===== src/scb4_pkg.sv =====
// Shared constants, types and the alpha scaling function for the solid colour blender.
package scb4_pkg;

   localparam int unsigned LANES = 4;
   localparam int unsigned PIXEL_W = 32;
   localparam int unsigned COVER_W = 8;
   localparam int unsigned ALPHA_W = 8;
   localparam int unsigned SCALED_W = 15;
   localparam int unsigned WEIGHT_W = 14;
   localparam int unsigned CSR_INDEX_W = 1;
   localparam int unsigned CSR_DATA_W = 32;

   // 505/1000 equals 101/200, and 5243/2^20 stands close enough to 1/200 that
   // the truncated product is exact for every 8-bit alpha.
   localparam logic [19:0] ALPHA_RECIP = 20'd529543;
   localparam int unsigned ALPHA_RECIP_SHIFT = 20;

   typedef enum logic [CSR_INDEX_W-1:0] {
      REG_FILL_COLOR = 1'b0,
      REG_GLOBAL_ALPHA = 1'b1
   } csr_reg_type;

   typedef struct packed {
      logic s1_load;
      logic out_load;
   } pipe_ctrl_type;

   // s = alpha*64 + floor(505*alpha/1000)
   function automatic logic [SCALED_W-1:0] scale_alpha(input logic [ALPHA_W-1:0] alpha);
      logic [27:0] prod;
      logic [7:0] frac;
      prod = 28'(alpha) * 28'(ALPHA_RECIP);
      frac = prod[27:ALPHA_RECIP_SHIFT];
      return SCALED_W'({alpha, 6'b0}) + SCALED_W'(frac);
   endfunction

   localparam logic [SCALED_W-1:0] SCALED_ALPHA_RESET = 15'd16448;
   localparam logic [PIXEL_W-1:0] FILL_COLOR_RESET = 32'd0;

endpackage


===== src/scb4_lane.sv =====
// One pixel lane: coverage weight in the first stage, component blend and saturation in the second.
module scb4_lane
   import scb4_pkg::*;
(
   input  logic                clock,
   input  pipe_ctrl_type       ctrl,
   input  logic [PIXEL_W-1:0]  dest_pixel,
   input  logic [COVER_W-1:0]  coverage,
   input  logic [PIXEL_W-1:0]  fill_color,
   input  logic [SCALED_W-1:0] scaled_alpha,
   output logic [PIXEL_W-1:0]  blended_pixel
);

   logic [WEIGHT_W-1:0] weight_ff, weight_in;
   logic [PIXEL_W-1:0] dst_ff;
   logic [PIXEL_W-1:0] blended_ff, blended_in;
   logic [22:0] cover_prod;

   // w = (cover*256*s) >> 16, which is (cover*s) >> 8 and never exceeds 16383.
   assign cover_prod = 23'(coverage) * 23'(scaled_alpha);
   assign weight_in = cover_prod[21:8];

   always_comb begin
      logic signed [8:0] diff;
      logic signed [10:0] delta;
      logic signed [25:0] term;
      logic signed [9:0] shifted;
      logic signed [10:0] res;
      blended_in = '0;
      for (int k = 0; k < 4; k++) begin
         diff = $signed({1'b0, dst_ff[8*k +: 8]}) - $signed({1'b0, fill_color[8*k +: 8]});
         delta = $signed({diff, 2'b00});
         term = 26'(delta) * $signed({12'b0, weight_ff});
         // The arithmetic shift rounds toward minus infinity, as the blend requires.
         shifted = 10'(term >>> 16);
         res = $signed({3'b000, dst_ff[8*k +: 8]}) - 11'(shifted);
         if (res < 0) begin
            blended_in[8*k +: 8] = 8'd0;
         end else if (res > 11'sd255) begin
            blended_in[8*k +: 8] = 8'd255;
         end else begin
            blended_in[8*k +: 8] = res[7:0];
         end
      end
   end

   always_ff @(posedge clock) begin
      if (ctrl.s1_load) begin
         weight_ff <= weight_in;
         dst_ff <= dest_pixel;
      end
      if (ctrl.out_load) begin
         blended_ff <= blended_in;
      end
   end

   assign blended_pixel = blended_ff;

endmodule


===== config.mk =====
export PLATFORM = sky130hd
export DESIGN_NAME = scb4_lane
export DESIGN_NICKNAME = d
export VERILOG_FILES = /design/src/scb4_pkg.sv /design/src/scb4_lane.sv
export SDC_FILE = /design/constraint.sdc
export NUM_CORES = 1
export LEC_CHECK = 0
export ABC_AREA = 1
export BUFFER_PORTS_ARGS = -buffer_cell sky130_fd_sc_hd__buf_2
export CORE_MARGIN = 4
export CORE_UTILIZATION = 48
export DETAILED_ROUTE_END_ITERATION = 10
export PLACE_DENSITY = 0.73
export SYNTH_ARGS = -nofsm -noshare
export SYNTH_HDL_FRONTEND = slang
export SYNTH_SLANG_ARGS = --single-unit

===== constraint.sdc =====
create_clock -name clock -period 11.2 [get_ports clock]
set_input_delay 1.68 -clock clock [delete_from_list [all_inputs] [get_ports clock]]
set_output_delay 1.68 -clock clock [all_outputs]
set_load 0.02 [all_outputs]

# Yosys cells after proc, flatten, opt, wreduce, memory -nomap -nowiden
# Cells that the tools add are included.
# Widths: inputs -> output; s select.
# op_classes
mux	4
n_lt_le_gt_ge	8
n_mul	5
addsub	8
# op_table
cell	count
$mul 9x15->24	4
$gt 11x9->1 const B	4
$lt 11x1->1 const B	4
$sub 9x10->11	4
$sub 8x8->9	4
$mux 8	4
$mul 8x15->22	1
# totals
input_bits	90
output_inout_bits	32
elab_cells	31
reg_bits	78

# Depth between registers and ports, before layout
# logic_depth
depth_word	5
mapped_depth	46
mapped_depth_nobuf	46

# Least setup slack after synthesis
# No wires, ideal clock.
# synth_timing
path_type	in2reg
from	input port fill_color[24]
to	register blended_ff[24] (netlist: blended_pixel[24]), data pin
path_buffers	1
path_stages	40
t_arrival_ns	8.262
setup_time_ns	0.250
t_required_ns	10.950
slack_ns	2.688
cell_sequence	ha_1 fa_1 o21ai_1 xor2_1 clkbuf_1 nor2_1 fa_1 inv_1 fa_1 inv_1 fa_1 fa_1 inv_1 fa_1 inv_1 ha_1 nand2_1 o21ai_0 (+4 left out) nand3_1 xor2_1 ha_1 fa_1 inv_1 nand2_1 nand3_1 nand2_1 nand2_1 nand3_1 nand2_1 inv_1 nand2_1 nand2_1 inv_2 nand3_1 nand2_1 inv_1
# synth_via
elab_chain_cells	5
elab_cells_between_ends	6
classes_between	add/sub: 2; mul: 1; order compare: 2; mux: 1
# synth_rtl
item	line_no	text
from (decl)	scb4_lane.sv:9	input logic [PIXEL_W-1:0] fill_color,
$sub 8x8->9 (*)	scb4_lane.sv:31	diff = $signed({1'b0, dst_ff[8*k +: 8]}) - $signed({1'b0, fill_color[8*k +: 8]});
$mul 9x15->24 (*)	scb4_lane.sv:33	term = 26'(delta) * $signed({12'b0, weight_ff});
$sub 9x10->11 (*)	scb4_lane.sv:36	res = $signed({3'b000, dst_ff[8*k +: 8]}) - 11'(shifted);
$gt 11x9->1	scb4_lane.sv:39	end else if (res > 11'sd255) begin
$mux 8	scb4_lane.sv:39	
to (signal assigned)	scb4_lane.sv:53	blended_ff <= blended_in;
to (decl)	scb4_lane.sv:16	logic [PIXEL_W-1:0] blended_ff, blended_in;
# Mark *: on every way between the ends. The rest lies on a longest branch, timed or not.
# A chain may end at the register's enable or synchronous reset.

# Worst setup path after layout
# layout_timing
from	input port fill_color[16]
to	register blended_ff[17] (netlist: blended_pixel[17]), data pin
# Same word-level chain as after synthesis.

==> summary.txt <==
Run status
  – Result of the run: complete, no violations

Timing
  – Total negative slack: 0 ns
  – Measured slew at the worst slew-check pin: 1.071 ns
  – Final worst path period share: just over 80%
  – Peak clock frequency supported by timing: 108.5 MHz
  – Final Max Tran Viols: 0
  – Number of hold violations in the final report: 0
  – RSZ-0062 raised after global routing: false
  – Final worst clock skew: 0.009405 ns
  – Rel. slew slack: between 20% and 30%
  – Endpoints failing setup: 0
  – Minimum period implied by the final worst setup slack: 9.213 ns

Global route
  – All-layer global routing usage: 22.46%
  – First-pass GRT wire length: 100100 um
  – Remaining global-route overflow: 0
  – Antenna violations before repair: 0
  – Maximum number of pins on one net before global-route repair: 47
  – Vias in the first global route: about 21000

Place
  – Cell count after placement: roughly 3800
  – Dpl cell area: between 20000 and 30000 um^2
  – Final GP Congestion: 0.9088
  – Half-perimeter wire length of the detailed placement result: roughly 47000 um
  – Input/output buffers: about 120

Floorplanning
  – Total I/O pin count: 122
  – Width of the chip: about 230 um
  – Die outline height: around 230 um
  – Core area: 50480 um^2
  – Count of standard-cell rows: between 80 and 90
  – Starting utilization of the core area: approximately 49%
  – DIE AREA: 55010 um^2

CTS
  – H-tree Lvls: 3
  – Clock tree root buffer cell: clkbuf_16
  – Number of buffers inserted by post-CTS setup repair: 0
  – Count of hold-fix buffers inserted at cts: 0
  – Clk pin slew, worst setup/hold paths: 0.06 ns
  – CTS sink cnt: 78
  – Clk_lat worst skew: 0.37 ns
  – Clk buf depth: 2
  – Inserted Clock Buffers: 9
  – CTS tree: done
  – Post-cts sizing count: 0

Routing
  – WL/cell: ~16 um
  – First-pass iteration count of the detailed router: 5
  – DRC Markers: 0
  – Post-route antenna net violation count: 0
  – Via density per instance: around 5.2
  – Detailed Route Iter0 Violations: roughly 1200
  – DR vias: about 20000
  – Total length of routed wires: about 59000 um

Worst setup path
  – Startpoint Class: input pin
  – Slowest-stage cell, CP: fa_1
  – Worst path most repeated cell: nand2_1
  – Crit-path max cell delay: about 0.5 ns
  – Crit Path Max Fanout: 11
  – Critical setup path kind: input pin to register
  – Sort of element at the end of the critical path: register
  – Arrival time at the worst endpoint: about 9.3 ns
  – Required time of the worst setup path: around 11 ns

Synthesis
  – Number of enable-type register cells in the synthesized netlist: roughly 80
  – Most common flop cell mapped by yosys: edfxtp_1
  – Fraction of synthesized cell area taken by the top area cell type: between 30 and 40%
  – Summed instance area of the synthesized netlist: 24640 um^2
  – Cell type with the largest total area after synthesis: fa_1
  – Yosys warns: 0
  – Mean area per synthesized cell: about 8 um^2
  – Largest cells by area after synthesis: fa_1, ha_1, edfxtp_1
  – Net count of the mapped netlist: between 3000 and 4000
  – Register bit count reported by yosys: just under 80
  – Library cells used by synthesis: 45
  – Fraction of synthesis flops using an asynchronous set or reset pin: 0%
  – Sequential element share of the synthesized area: 9.507%
  – Post-synthesis cell count: 3041

Finish
  – Area growth from synthesis to layout: 6.394%
  – Post-route cell area: about 26000 um^2
  – Number of cells in the finished layout apart from fillers: 3778
  – Number of filler instances in the final layout: roughly 4800
  – Nets@finish: between 3000 and 4000
  – Proportion of layout cells with a drive suffix above 1: approximately 7.0%
  – Diode count: 0

Flow run
  – Number of maximum-capacitance violations: 0

Worst hold path
  – Tightest Hold Check Type: register to register
-- sequential cells by signal, summed over array words and instances, names as in the netlist --
name and cells:
dst_ff 32, blended_pixel 32, weight_ff 14
-- cells in the mapped netlist, types with 2 or more instances --
| library cell | n |
|---|---|
| nand2_1 | 624 |
| inv_1 | 613 |
| fa_1 | 420 |
| nor2_1 | 366 |
| ha_1 | 346 |
| a21oi_1 | 130 |
| clkbuf_1 | 92 |
| nand3_1 | 88 |
| edfxtp_1 | 78 |
| xor2_1 | 55 |
| xnor2_1 | 44 |
| o21ai_0 | 40 |
| nand4_1 | 18 |
| nor3_1 | 15 |
| or2_2 | 15 |
| o21ai_1 | 12 |
| o21bai_1 | 10 |
| a21o_1 | 8 |
| buf_2 | 8 |
| a21oi_2 | 6 |
| inv_2 | 6 |
| a31oi_1 | 4 |
| nand2_2 | 4 |
| nand3_2 | 4 |
| nor2_2 | 4 |
| xor2_2 | 4 |
| nand3b_1 | 3 |
| o21a_1 | 3 |
| a21boi_0 | 2 |
| nand3b_4 | 2 |
| nand4_4 | 2 |
| o211ai_1 | 2 |
-- area by class of cell --
type / count / area [um^2] / share of cell area, %
Clock buffer: 11 / 232.7 / 0.8879
Clock inverter: 5 / 50.05 / 0.1909
Inverter: 619 / 2323 / 8.864
Multi-Input combinational cell: 2242 / 19590 / 74.74
Sequential cell: 78 / 2342 / 8.936
Tap cell: 672 / 840.8 / 3.208
Timing Repair Buffer: 151 / 830.8 / 3.170
-- cell usage in the layout (no fill, tap or decap), types with 2 or more instances in the layout --
cell and count:
o211ai_1 2, nor2_2 4, nor3_1 15, inv_1 613, nand3_2 4, o21ai_0 40, nand3_1 88, edfxtp_1 78
nand4_4 2, nand4_1 18, a21boi_0 2, a31oi_1 4, nand2_1 624, o21bai_1 10, or2_2 15, inv_2 6
xnor2_1 42, clkbuf_1 2, xor2_1 55, xor2_2 4, nand3b_4 2, nor2_1 366, a21oi_2 6, nand2_2 4
xnor2_2 2, ha_1 346, fa_1 420, clkbuf_16 9, nand3b_1 3, o21ai_1 12, clkinv_1 2, a21oi_1 130
a21o_1 8, o21a_1 3, buf_2 121, buf_4 30
-- critical path, delay by kind of cell --
kind	cells	cell delay [ns]
buffers and inverters	7	0.53
adders and majority gates	9	3.61
xor gates and xnor gates	1	0.20
and+or+nand+nor	17	1.92
AOI/OAI and AO/OA	8	1.39
-- worst paths after layout --
check	cells past startpoint	slack [ns]	from	end
setup reg to reg	42	3.05	dst_ff[16]	blended_pixel[17]
hold / removal	5	0.91	dst_ff[31]	blended_pixel[31]
hold reg to reg	5	0.91	dst_ff[31]	blended_pixel[31]
setup / recovery	42	1.99	fill_color[16]	blended_pixel[17]
-- cells by family after synthesis --
family                     after synthesis  share of synthesized area (%)
xor gates and xnor gates               103                          3.784
buffers and inverters                  721                          11.03
AOI/OAI and AO/OA                      224                          5.048
adders and majority gates              766                          51.70
and+or+nand+nor                       1149                          18.93
DFF                                     78                          9.507
-- through the flow --
| step | setup WS (ns) | utilization, % | hold slack (ns) |
|---|---|---|---|
| floorplan | 2.688 | - | 0.8219 |
| global placement | 1.739 | 51.37 | 0.8903 |
| global route | 1.316 | 51.93 | 0.9855 |
| finish | 1.987 | 51.93 | 0.9135 |
| detailed placement | 1.652 | 51.37 | 0.9135 |
| CTS | 2.039 | 51.93 | 0.9272 |
-- per-layer routing --
metal	vias up	track usage (%)	share of wire (%)
met5	-	0	0
met4	0	7.087	3.2
met3	124	2.384	5.5
met2	570	39.35	49
met1	9637	29.38	42
li1	9373	-	-
Power is not shown: default switching activity piles up to over one toggle a cycle in this logic, so the estimate is an artifact.
